## src/hw/rtl/nfsa_pkg.sv

```systemverilog
// ----------------------------------------------------------------------------
// nfsa_pkg
// Shared widths, codes, types and helpers for the next-fit slot allocator.
// ----------------------------------------------------------------------------
`default_nettype none

package nfsa_pkg;

  // arena geometry
  localparam int MAX_SLOTS  = 2048;
  localparam int SEG_SHIFT  = 21;

  // field widths
  localparam int ADDR_W     = 48;
  localparam int SLOT_W     = 11;
  localparam int CNT_W      = 12;
  localparam int GEN_W      = 32;
  localparam int REQ_W      = 2;

  // used bitmap organization
  localparam int WORD_W     = 32;
  localparam int WORD_BIT_W = $clog2(WORD_W);
  localparam int NUM_WORDS  = MAX_SLOTS / WORD_W;
  localparam int WORD_AW    = $clog2(NUM_WORDS);

  // stream packing
  localparam int IN_FIELDS_W  = SLOT_W + ADDR_W;
  localparam int IN_DATA_W    = ((IN_FIELDS_W + 7) / 8) * 8;
  localparam int OUT_FIELDS_W = 1 + SLOT_W + ADDR_W + CNT_W + GEN_W;
  localparam int OUT_DATA_W   = ((OUT_FIELDS_W + 7) / 8) * 8;

  // request codes
  localparam logic [REQ_W-1:0] REQ_ALLOC    = 2'd0;
  localparam logic [REQ_W-1:0] REQ_FREE     = 2'd1;
  localparam logic [REQ_W-1:0] REQ_CONTAINS = 2'd2;

  // configuration register indexes
  localparam logic CFG_ARENA_BASE = 1'b0;
  localparam logic CFG_SLOT_COUNT = 1'b1;

  typedef struct packed {
    logic [ADDR_W-1:0] arena_base;
    logic [CNT_W-1:0]  slot_count;
  } cfg_t;

  typedef struct packed {
    logic [REQ_W-1:0]  req_type;
    logic [SLOT_W-1:0] slot_index;
    logic [ADDR_W-1:0] query_address;
  } req_t;

  typedef struct packed {
    logic              ok;
    logic [SLOT_W-1:0] result_slot;
    logic [ADDR_W-1:0] segment_address;
    logic [CNT_W-1:0]  slots_in_use;
    logic [GEN_W-1:0]  free_generation;
  } res_t;

  // bitmap port requests
  typedef struct packed {
    logic               rd_en;
    logic [WORD_AW-1:0] rd_addr;
    logic               wr_en;
    logic [WORD_AW-1:0] wr_addr;
    logic [WORD_W-1:0]  wr_data;
  } mem_req_t;

  typedef struct packed {
    logic                  found;
    logic [WORD_BIT_W-1:0] idx;
  } ffs_t;

  // lowest set bit of a bitmap word
  function automatic ffs_t find_first(input logic [WORD_W-1:0] v);
    ffs_t r;
    r.found = 1'b0;
    r.idx   = '0;
    for (int i = WORD_W - 1; i >= 0; i--) begin
      if (v[i]) begin
        r.found = 1'b1;
        r.idx   = WORD_BIT_W'(i);
      end
    end
    return r;
  endfunction

endpackage

`default_nettype wire

```

## src/hw/rtl/next_fit_segment_slot_allocator.sv

```systemverilog
// ----------------------------------------------------------------------------
// next_fit_segment_slot_allocator
// Next-fit allocator over an arena of equal segments with a used bitmap.
// ----------------------------------------------------------------------------
// sequence: free and contains pass through S_ADDR, S_RD, S_CHK, S_FIN and
//   S_OUT (S_CHK skipped for a slot out of range; only S_FIN and S_OUT when not
//   ready or unknown); alloc scans 32-slot bitmap words, at most 65 words, then
//   S_FIN and S_OUT (no scan with a zero slot count); one request at a time, set by
//   the single bitmap ram port and the word-per-cycle scan
// reset: synchronous; row valid bits mark all slots free at once, no clearing pass
`default_nettype none

module next_fit_segment_slot_allocator (
  input  wire logic                                clk,
  input  wire logic                                rst,
  // configuration write channel
  input  wire logic                                cfg_valid,
  output logic                                     cfg_ready,
  input  wire logic                                cfg_index,
  input  wire logic [nfsa_pkg::ADDR_W-1:0]         cfg_data,
  // request stream
  input  wire logic                                s_axis_tvalid,
  output logic                                     s_axis_tready,
  // slot_index, query_address, zero pad
  input  wire logic [nfsa_pkg::IN_DATA_W-1:0]      s_axis_tdata,
  // req_type
  input  wire logic [nfsa_pkg::REQ_W-1:0]          s_axis_tuser,
  // result stream
  output logic                                     m_axis_tvalid,
  input  wire logic                                m_axis_tready,
  // ok, result_slot, segment_address, slots_in_use, free_generation
  output logic     [nfsa_pkg::OUT_DATA_W-1:0]      m_axis_tdata
);

  nfsa_pkg::cfg_t     cfg;
  nfsa_pkg::req_t     in_req;
  nfsa_pkg::res_t     res;
  nfsa_pkg::mem_req_t mem_req;
  logic [nfsa_pkg::WORD_W-1:0] rd_data;
  logic res_valid;
  logic res_take;

  // configuration registers
  assign cfg_ready = 1'b1;

  always_ff @(posedge clk) begin
    if (rst) begin
      cfg.arena_base <= '0;
      cfg.slot_count <= nfsa_pkg::CNT_W'(nfsa_pkg::MAX_SLOTS);
    end else if (cfg_valid) begin
      unique case (cfg_index)
        nfsa_pkg::CFG_ARENA_BASE: cfg.arena_base <= cfg_data;
        nfsa_pkg::CFG_SLOT_COUNT: cfg.slot_count <= cfg_data[nfsa_pkg::CNT_W-1:0];
        default: begin
        end
      endcase
    end
  end

  // unpack request beat
  always_comb begin
    in_req.req_type      = s_axis_tuser;
    in_req.slot_index    = s_axis_tdata[nfsa_pkg::SLOT_W-1:0];
    in_req.query_address = s_axis_tdata[nfsa_pkg::IN_FIELDS_W-1:nfsa_pkg::SLOT_W];
  end

  nfsa_bitmap u_bitmap (
    .clk     (clk),
    .rst     (rst),
    .req     (mem_req),
    .rd_data (rd_data)
  );

  nfsa_core u_core (
    .clk       (clk),
    .rst       (rst),
    .cfg       (cfg),
    .in_valid  (s_axis_tvalid),
    .in_ready  (s_axis_tready),
    .in_req    (in_req),
    .res_valid (res_valid),
    .res_take  (res_take),
    .res       (res),
    .mem_req   (mem_req),
    .rd_data   (rd_data)
  );

  // output register
  assign res_take = res_valid && (!m_axis_tvalid || m_axis_tready);

  always_ff @(posedge clk) begin
    if (rst) begin
      m_axis_tvalid <= 1'b0;
    end else if (res_take) begin
      m_axis_tvalid <= 1'b1;
    end else if (m_axis_tready) begin
      m_axis_tvalid <= 1'b0;
    end
  end

  always_ff @(posedge clk) begin
    if (res_take) begin
      m_axis_tdata <= nfsa_pkg::OUT_DATA_W'({res.free_generation, res.slots_in_use,
                                             res.segment_address, res.result_slot,
                                             res.ok});
    end
  end

endmodule

`default_nettype wire

```

## src/hw/rtl/nfsa_bitmap.sv

```systemverilog
// ----------------------------------------------------------------------------
// nfsa_bitmap
// Used bitmap in a word-wide synchronous RAM with a registered read.
// A row valid bit per word makes never-written rows read as all free.
// ----------------------------------------------------------------------------
`default_nettype none

module nfsa_bitmap (
  input  wire logic                          clk,
  input  wire logic                          rst,
  input  wire nfsa_pkg::mem_req_t            req,
  output logic     [nfsa_pkg::WORD_W-1:0]    rd_data
);

  logic [nfsa_pkg::WORD_W-1:0]    mem [nfsa_pkg::NUM_WORDS];
  logic [nfsa_pkg::NUM_WORDS-1:0] row_valid;
  logic [nfsa_pkg::WORD_W-1:0]    rd_q;
  logic                           rd_row_ok;

  // ram array
  always_ff @(posedge clk) begin
    if (req.wr_en) begin
      mem[req.wr_addr] <= req.wr_data;
    end
    if (req.rd_en) begin
      rd_q <= mem[req.rd_addr];
    end
  end

  // row valid bits, cleared at reset
  always_ff @(posedge clk) begin
    if (rst) begin
      row_valid <= '0;
      rd_row_ok <= 1'b0;
    end else begin
      if (req.wr_en) begin
        row_valid[req.wr_addr] <= 1'b1;
      end
      if (req.rd_en) begin
        rd_row_ok <= row_valid[req.rd_addr];
      end
    end
  end

  assign rd_data = rd_row_ok ? rd_q : '0;

endmodule

`default_nettype wire

```

## src/hw/rtl/nfsa_core.sv

```systemverilog
// ----------------------------------------------------------------------------
// nfsa_core
// Request sequencer: next-fit word scan for alloc, read-modify-write for
// free, range check and bit test for contains, and the allocator counters.
// ----------------------------------------------------------------------------
`default_nettype none

module nfsa_core (
  input  wire logic                          clk,
  input  wire logic                          rst,
  input  wire nfsa_pkg::cfg_t                cfg,
  input  wire logic                          in_valid,
  output logic                               in_ready,
  input  wire nfsa_pkg::req_t                in_req,
  output logic                               res_valid,
  input  wire logic                          res_take,
  output nfsa_pkg::res_t                     res,
  output nfsa_pkg::mem_req_t                 mem_req,
  input  wire logic [nfsa_pkg::WORD_W-1:0]   rd_data
);

  localparam int SLOT_W = nfsa_pkg::SLOT_W;
  localparam int CNT_W  = nfsa_pkg::CNT_W;
  localparam int WBW    = nfsa_pkg::WORD_BIT_W;
  localparam int WAW    = nfsa_pkg::WORD_AW;
  localparam int WW     = nfsa_pkg::WORD_W;
  localparam int ADDR_W = nfsa_pkg::ADDR_W;
  localparam int SHIFT  = nfsa_pkg::SEG_SHIFT;
  localparam int QS_W   = ADDR_W - SHIFT;

  typedef enum logic [7:0] {
    S_IDLE  = 8'b0000_0001,
    S_ADDR  = 8'b0000_0010,
    S_RD    = 8'b0000_0100,
    S_CHK   = 8'b0000_1000,
    S_SINIT = 8'b0001_0000,
    S_SCAN  = 8'b0010_0000,
    S_FIN   = 8'b0100_0000,
    S_OUT   = 8'b1000_0000
  } state_t;

  state_t state;

  // request context
  logic [nfsa_pkg::REQ_W-1:0] req_type;
  logic [SLOT_W-1:0]          slot;
  logic [ADDR_W-1:0]          query;
  logic [CNT_W-1:0]           count;
  logic [SLOT_W-1:0]          start;
  logic                       in_range;
  logic                       ok_r;

  // scan issue and evaluate stages
  logic [WAW-1:0] iss_w;
  logic           iss_pass;
  logic           iss_act;
  logic [WAW-1:0] ev_w;
  logic           ev_pass;
  logic           ev_last;
  logic           ev_valid;

  // allocator state
  logic [SLOT_W-1:0]            cursor;
  logic [CNT_W-1:0]             used_total;
  logic [nfsa_pkg::GEN_W-1:0]   release_count;

  // effective slot count and search start at accept
  logic [CNT_W-1:0]  eff_count;
  logic [SLOT_W-1:0] start_next;
  logic              accept;

  always_comb begin
    eff_count  = (cfg.slot_count > CNT_W'(nfsa_pkg::MAX_SLOTS)) ?
                 CNT_W'(nfsa_pkg::MAX_SLOTS) : cfg.slot_count;
    start_next = ({1'b0, cursor} < eff_count) ? cursor : '0;
  end

  assign in_ready = (state == S_IDLE);
  assign accept   = in_valid && in_ready;

  // contains address to slot mapping
  logic [ADDR_W:0]  diff;
  logic [QS_W-1:0]  q_slot;
  logic             q_in_range;

  always_comb begin
    diff       = {1'b0, query} - {1'b0, cfg.arena_base};
    q_slot     = diff[ADDR_W-1:SHIFT];
    q_in_range = !diff[ADDR_W] && (q_slot[QS_W-1:CNT_W] == '0) &&
                 (q_slot[CNT_W-1:0] < count);
  end

  // issue side: last word of the current pass
  logic [CNT_W-1:0] iss_ub;
  logic [CNT_W-1:0] iss_ub_m1;
  logic             iss_at_end;
  logic             has_wrap;

  always_comb begin
    iss_ub     = iss_pass ? {1'b0, start} : count;
    iss_ub_m1  = iss_ub - CNT_W'(1);
    iss_at_end = (iss_w == iss_ub_m1[SLOT_W-1:WBW]);
    has_wrap   = (start != '0);
  end

  // evaluate side: mask the word to the pass window and find a free bit
  logic [CNT_W-1:0]  ev_lb;
  logic [CNT_W-1:0]  ev_ub;
  logic [WW-1:0]     mask_lo;
  logic [WW-1:0]     mask_hi;
  logic [WAW:0]      ev_w_ext;
  nfsa_pkg::ffs_t    ff;
  logic              found;
  logic [SLOT_W-1:0] found_slot;
  logic [CNT_W-1:0]  found_inc;

  always_comb begin
    ev_lb    = ev_pass ? '0 : {1'b0, start};
    ev_ub    = ev_pass ? {1'b0, start} : count;
    ev_w_ext = {1'b0, ev_w};
    mask_lo  = (ev_w > ev_lb[SLOT_W-1:WBW]) ? '1 : ('1 << ev_lb[WBW-1:0]);
    if (ev_w_ext < ev_ub[CNT_W-1:WBW]) begin
      mask_hi = '1;
    end else if (ev_w_ext == ev_ub[CNT_W-1:WBW]) begin
      mask_hi = ~('1 << ev_ub[WBW-1:0]);
    end else begin
      mask_hi = '0;
    end
    ff         = nfsa_pkg::find_first(mask_lo & mask_hi & ~rd_data);
    found      = ev_valid && ff.found;
    found_slot = {ev_w, ff.idx};
    found_inc  = {1'b0, found_slot} + CNT_W'(1);
  end

  // bitmap port control
  logic slot_bit;

  always_comb begin
    slot_bit        = rd_data[slot[WBW-1:0]];
    mem_req         = '0;
    mem_req.rd_addr = slot[SLOT_W-1:WBW];
    mem_req.wr_addr = slot[SLOT_W-1:WBW];
    mem_req.wr_data = rd_data;
    unique case (state)
      S_RD: begin
        mem_req.rd_en = in_range;
      end
      S_CHK: begin
        mem_req.wr_en   = (req_type == nfsa_pkg::REQ_FREE) && slot_bit;
        mem_req.wr_data = rd_data & ~(WW'(1) << slot[WBW-1:0]);
      end
      S_SCAN: begin
        mem_req.rd_en   = iss_act;
        mem_req.rd_addr = iss_w;
        mem_req.wr_en   = found;
        mem_req.wr_addr = ev_w;
        mem_req.wr_data = rd_data | (WW'(1) << ff.idx);
      end
      default: begin
      end
    endcase
  end

  // segment address of the current slot
  logic [ADDR_W-1:0] seg_addr;
  assign seg_addr = cfg.arena_base + (ADDR_W'(slot) << SHIFT);

  assign res_valid = (state == S_OUT);

  // control state
  always_ff @(posedge clk) begin
    if (rst) begin
      state         <= S_IDLE;
      iss_act       <= 1'b0;
      ev_valid      <= 1'b0;
      cursor        <= '0;
      used_total    <= '0;
      release_count <= '0;
    end else begin
      unique case (state)
        S_IDLE: begin
          if (accept) begin
            if ((cfg.arena_base == '0) ||
                ((in_req.req_type != nfsa_pkg::REQ_ALLOC) &&
                 (in_req.req_type != nfsa_pkg::REQ_FREE) &&
                 (in_req.req_type != nfsa_pkg::REQ_CONTAINS))) begin
              state <= S_FIN;
            end else if (in_req.req_type == nfsa_pkg::REQ_ALLOC) begin
              state <= S_SINIT;
            end else begin
              state <= S_ADDR;
            end
          end
        end
        S_ADDR: begin
          state <= S_RD;
        end
        S_RD: begin
          state <= in_range ? S_CHK : S_FIN;
        end
        S_CHK: begin
          if (slot_bit && (req_type == nfsa_pkg::REQ_FREE)) begin
            used_total    <= used_total - CNT_W'(1);
            cursor        <= slot;
            release_count <= release_count + nfsa_pkg::GEN_W'(1);
          end
          state <= S_FIN;
        end
        S_SINIT: begin
          if (count == '0) begin
            state <= S_FIN;
          end else begin
            iss_act  <= 1'b1;
            ev_valid <= 1'b0;
            state    <= S_SCAN;
          end
        end
        S_SCAN: begin
          if (found) begin
            used_total <= used_total + CNT_W'(1);
            cursor     <= (found_inc < count) ? found_inc[SLOT_W-1:0] : '0;
            iss_act    <= 1'b0;
            ev_valid   <= 1'b0;
            state      <= S_FIN;
          end else if (ev_valid && ev_last) begin
            iss_act  <= 1'b0;
            ev_valid <= 1'b0;
            state    <= S_FIN;
          end else begin
            ev_valid <= iss_act;
            if (iss_act && iss_at_end && !(!iss_pass && has_wrap)) begin
              iss_act <= 1'b0;
            end
          end
        end
        S_FIN: begin
          state <= S_OUT;
        end
        S_OUT: begin
          if (res_take) begin
            state <= S_IDLE;
          end
        end
        default: begin
          state <= S_IDLE;
        end
      endcase
    end
  end

  // request payload and scan pointers
  always_ff @(posedge clk) begin
    unique case (state)
      S_IDLE: begin
        req_type <= in_req.req_type;
        slot     <= in_req.slot_index;
        query    <= in_req.query_address;
        count    <= eff_count;
        start    <= start_next;
        ok_r     <= 1'b0;
      end
      S_ADDR: begin
        if (req_type == nfsa_pkg::REQ_CONTAINS) begin
          in_range <= q_in_range;
          slot     <= q_slot[SLOT_W-1:0];
        end else begin
          in_range <= ({1'b0, slot} < count);
        end
      end
      S_CHK: begin
        ok_r <= slot_bit;
      end
      S_SINIT: begin
        iss_w    <= start[SLOT_W-1:WBW];
        iss_pass <= 1'b0;
      end
      S_SCAN: begin
        if (iss_act) begin
          ev_w    <= iss_w;
          ev_pass <= iss_pass;
          ev_last <= iss_at_end && !(!iss_pass && has_wrap);
          if (iss_at_end) begin
            iss_pass <= 1'b1;
            iss_w    <= '0;
          end else begin
            iss_w <= iss_w + WAW'(1);
          end
        end
        if (found) begin
          slot <= found_slot;
          ok_r <= 1'b1;
        end
      end
      S_FIN: begin
        res.ok              <= ok_r;
        res.result_slot     <= ok_r ? slot : '0;
        res.segment_address <= ok_r ? seg_addr : '0;
        res.slots_in_use    <= used_total;
        res.free_generation <= release_count;
      end
      default: begin
      end
    endcase
  end

endmodule

`default_nettype wire
```

## config.mk

```make
export PLATFORM = sky130hd
export DESIGN_NAME = next_fit_segment_slot_allocator
export DESIGN_NICKNAME = d
export VERILOG_FILES = /design/src/hw/rtl/nfsa_pkg.sv /design/src/hw/rtl/next_fit_segment_slot_allocator.sv /design/src/hw/rtl/nfsa_bitmap.sv /design/src/hw/rtl/nfsa_core.sv
export SDC_FILE = /design/constraint.sdc
export NUM_CORES = 2
export LEC_CHECK = 0
export BUFFER_PORTS_ARGS = -buffer_cell sky130_fd_sc_hd__clkbuf_2
export CORE_UTILIZATION = 45
export CTS_CLUSTER_DIAMETER = 60
export CTS_CLUSTER_SIZE = 30
export DETAILED_ROUTE_END_ITERATION = 8
export MAX_ROUTING_LAYER = met4
export REMOVE_ABC_BUFFERS = 1
export SLEW_MARGIN = 5
export SYNTH_ARGS = -nofsm -noshare
export SYNTH_HDL_FRONTEND = slang
export SYNTH_HIERARCHICAL = 1
export SYNTH_SLANG_ARGS = --single-unit
```

## constraint.sdc

```tcl
create_clock -name clk -period 9.95 [get_ports clk]
set_input_delay 1.99 -clock clk [delete_from_list [all_inputs] [get_ports clk]]
set_output_delay 1.99 -clock clk [all_outputs]
set_load 0.03 [all_outputs]
```

==> impl_metrics.py <==
metrics = {
    "die": {
        "rows": 176,
        "core_area_mm2": 0.231,
        "fp.dieH_um": 485,
        "initial_utilization_pct": 45.5,
        "dieArea_mm2": 0.235,
        "ios": 227,
        "die_w_um": 485,
    },
    "timing": {
        "final_hold_viol_count": 0,
        "fin_worst_skew_ns": 0.0735,
        "worst_pin_slew_ns": 1.30,
        "layout_min_cycle_time_ns": 7.86,
        "setup_slack_ns": 2.09,
        "rsz0062_at_grt": "false",
        "whs_ns": 0.413,
        "finalMaxSlewViolations": 0,
        "fmax_ghz": 0.127,
        "slew_headroom_pct": 12.8,
        "setup_viol": 0,
        "fin_crit_sh_pct": 79.0,
    },
    "drt": {
        "dr.pass1.iters": 6,
        "drt-total-wl_um": 279000,
        "drc_errors": 0,
        "vias": 54600,
        "wire_per_inst_um": 31.1,
        "antenna_left": 0,
        "routed_via_density": 6.09,
        "drt_iter0_drc": 5984,
    },
    "layout": {
        "num-nets-final": 6026,
        "drive_above_1_share_pct": 25.7,
        "areaGrowthSynthToFinish_pct": 11.3,
        "finalNonFillerCells": 8958,
        "fin_area_mm2": 0.117,
    },
    "placed_design": {
        "dp_hpwl_um": 165000,
        "place_worst_setup_slack_ns": 2.26,
        "place_congestion": 0.924,
        "placed_cells": 8641,
        "place_area_mm2": 0.111,
        "port_buffers": 220,
    },
    "setup_path": {
        "rr_startpoint": "u_core/ev_pass",
        "crit_path_end_kind": "flop",
        "cp.required_ns": 10.73,
        "critPathArrivalTime_ns": 8.64,
        "crit_path_start": "u_core/ev_pass",
        "crit_path_max_fanout": 33,
        "cp-endpoint": "u_core/cursor[8]",
        "rrSetupSlack_ns": 2.09,
        "worstSetupStartpointType": "flop",
        "cp_slowest_cell": "a21oi_1",
        "max_stage_delay_ns": 0.68,
        "ff2ff_path_depth": 27,
        "r2r-end": "u_core/cursor[8]",
        "worstSetupPathType": "reg2reg",
    },
    "power_and_ir_drop": {
        "pwr-share-clk_pct": 31.1,
        "intPower_mw": 17.6,
        "power_density_mw_per_mm2": 213,
        "p_leak_nw": 39.5,
        "peakVddDrop_uv": 207,
        "power_frac_comb_pct": 20.6,
        "power.share.sequential_pct": 48.3,
        "finalPower_mw": 24.9,
        "sw_frac_of_total_pct": 29.4,
        "p_sw_mw": 7.32,
    },
    "synth": {
        "synth.most_common_cell": "edfxtp_1",
        "synth_cell_types": 108,
        "synth_top_area_share_pct": 68.4,
        "synth_seq_area_share_pct": 72.0,
        "synth_edf_count": 2389,
        "synth-seq-cells": 2580,
        "synth_cells": 5510,
        "netlist_area_mm2": 0.105,
        "avgSynthCellArea_um2": 19.0,
        "ys.flop_type": "edfxtp_1",
        "synth_warnings": 6,
        "ys_async_sr_fraction_pct": 0,
        "synth_top_area_cell": "edfxtp_1",
        "yosys-top-cells-area": "edfxtp_1 68%, mux4_2 15%, dfxtp_1 3.6%",
        "synthTopCellsByCount": "2389 x edfxtp_1, 680 x mux4_2, 338 x nor2_1",
    },
    "flow_run": {
        "max-cap-violations": 0,
    },
    "global_routing": {
        "track_usage_pct": 24.4,
        "antenna_found_initial": 12,
        "grt_remaining_overflow": 0,
        "grt_max_degree": 131,
        "grt_pass1_vias": 53500,
        "grt_pass1_wl_um": 397000,
    },
    "outcome": {
        "outcome": "finished clean",
    },
    "clock_tree": {
        "hold_buffers": 0,
        "clk_latency_ns": 0.87,
        "cts.sinks": 2580,
        "cts_max_path_buffers": 3,
        "htree_levels": 4,
        "clock_tree.root_cell": "clkbuf_16",
        "postCtsSetupRepairBufs": 0,
        "cts.clk_slew.worst_paths_ns": 0.09,
        "cts_resized": 0,
        "cts_tree": "done",
        "cts_made_buffers": 157,
    },
    "hold_path": {
        "hp-class": "reg2reg",
    },
}
==> registers in the layout (all words and copies together) (netlist names), 2 cells and up <==
name and flops:
cfg 60, m_axis_tdata 104, u_bitmap/mem 2048, u_bitmap/rd_q 32, u_bitmap/row_valid 64, u_core/count 12, u_core/cursor 11, u_core/ev_w 6
u_core/iss_w 6, u_core/query 48, u_core/release_count 32, u_core/req_type 2, u_core/res 104, u_core/slot 11, u_core/start 11, u_core/state 8
u_core/used_total 12
==> metrics by stage <==
step | utilization [%] | TNS (ns)
after global routing | 50.6 | 0
final | 50.6 | 0
after global placement | 48.0 | 0
after floorplan | - | -489.61
after CTS | 50.6 | 0
after detailed placement | 48.0 | 0
==> layout make-up <==
type / instances / area (um2)
Clock inverter: 132 / 2030
Clock buffer: 162 / 4010
Timing Repair Buffer: 373 / 2360
Fill cell: 18500 / 114000
Tap cell: 3026 / 3790
Inverter: 120 / 452
Multi-Input combinational cell: 2542 / 28500
Antenna cell: 23 / 57.6
Sequential cell: 2580 / 75600
==> power groups by stage <==
stage	clock network, mW	logic [mW]	registers (mW)
floorplan	0	5.45	12.2
global placement	0	5.15	12.3
detailed placement	0	5.16	12.3
CTS	7.90	5.18	12.0
global route	8.25	5.41	12.0
finish	7.73	5.13	12.0
==> cell usage in the layout (no fill, tap or decap), types with 64 or more instances in the layout <==
master	netlist	routed
edfxtp_1	2389	2389
mux4_2	680	680
nor2_1	338	278
clkbuf_2	1	219
dfxtp_1	191	191
clkbuf_16	0	160
nand2_1	158	152
buf_4	20	145
ha_1	130	130
inv_1	119	117
nand2b_1	110	110
a21oi_1	123	107
o21ai_0	119	101
mux2i_1	83	83
and2_1	65	64
==> kinds of logic (layout without fill, tap and decap cells) <==
kind of cell               after synthesis  in the layout  synth area share (%)
and+or+nand+nor                       1029           1029                  5.18
buffers and inverters                  388            787                  1.66
AOI/OAI and AO/OA                      529            529                  3.40
other                                    1             24               0.00357
xor gates and xnor gates                84             84                 0.701
DFF                                   2580           2580                  72.0
adders and majority gates              132            132                  1.59
muxes                                  767            767                  15.4
==> layer usage <==
metal | global-route usage [%] | routed length [um]
met4 | 6.13 | 7300
met2 | 38.7 | 136000
met3 | 3.48 | 18500
met5 | - | 0
met1 | 33.3 | 117000
==> critical path, delay by kind of cell, from the launching register on <==
| family | cells | cell delay (ns) |
|---|---|---|
| AO/OA/AOI/OAI | 12 | 3.91 |
| AND/OR/NAND/NOR | 9 | 1.44 |
| adder cells (fa/ha/maj) | 3 | 1.05 |
| flip-flops | 1 | 0.57 |
| buffers and inverters | 2 | 0.55 |
| XOR/XNOR | 1 | 0.26 |
==> worst min path at each step <==
stage,start,to,cells past startpoint
after floorplan,u_core/res[103],m_axis_tdata[0],0
after global placement,u_core/res[67],m_axis_tdata[35],0
after detailed placement,u_core/res[101],m_axis_tdata[10],0
after CTS,u_core/res[41],m_axis_tdata[69],0
after global routing,u_core/res[40],m_axis_tdata[68],0
final,u_core/res[41],m_axis_tdata[69],0
(Power assumes the default switching activity.)
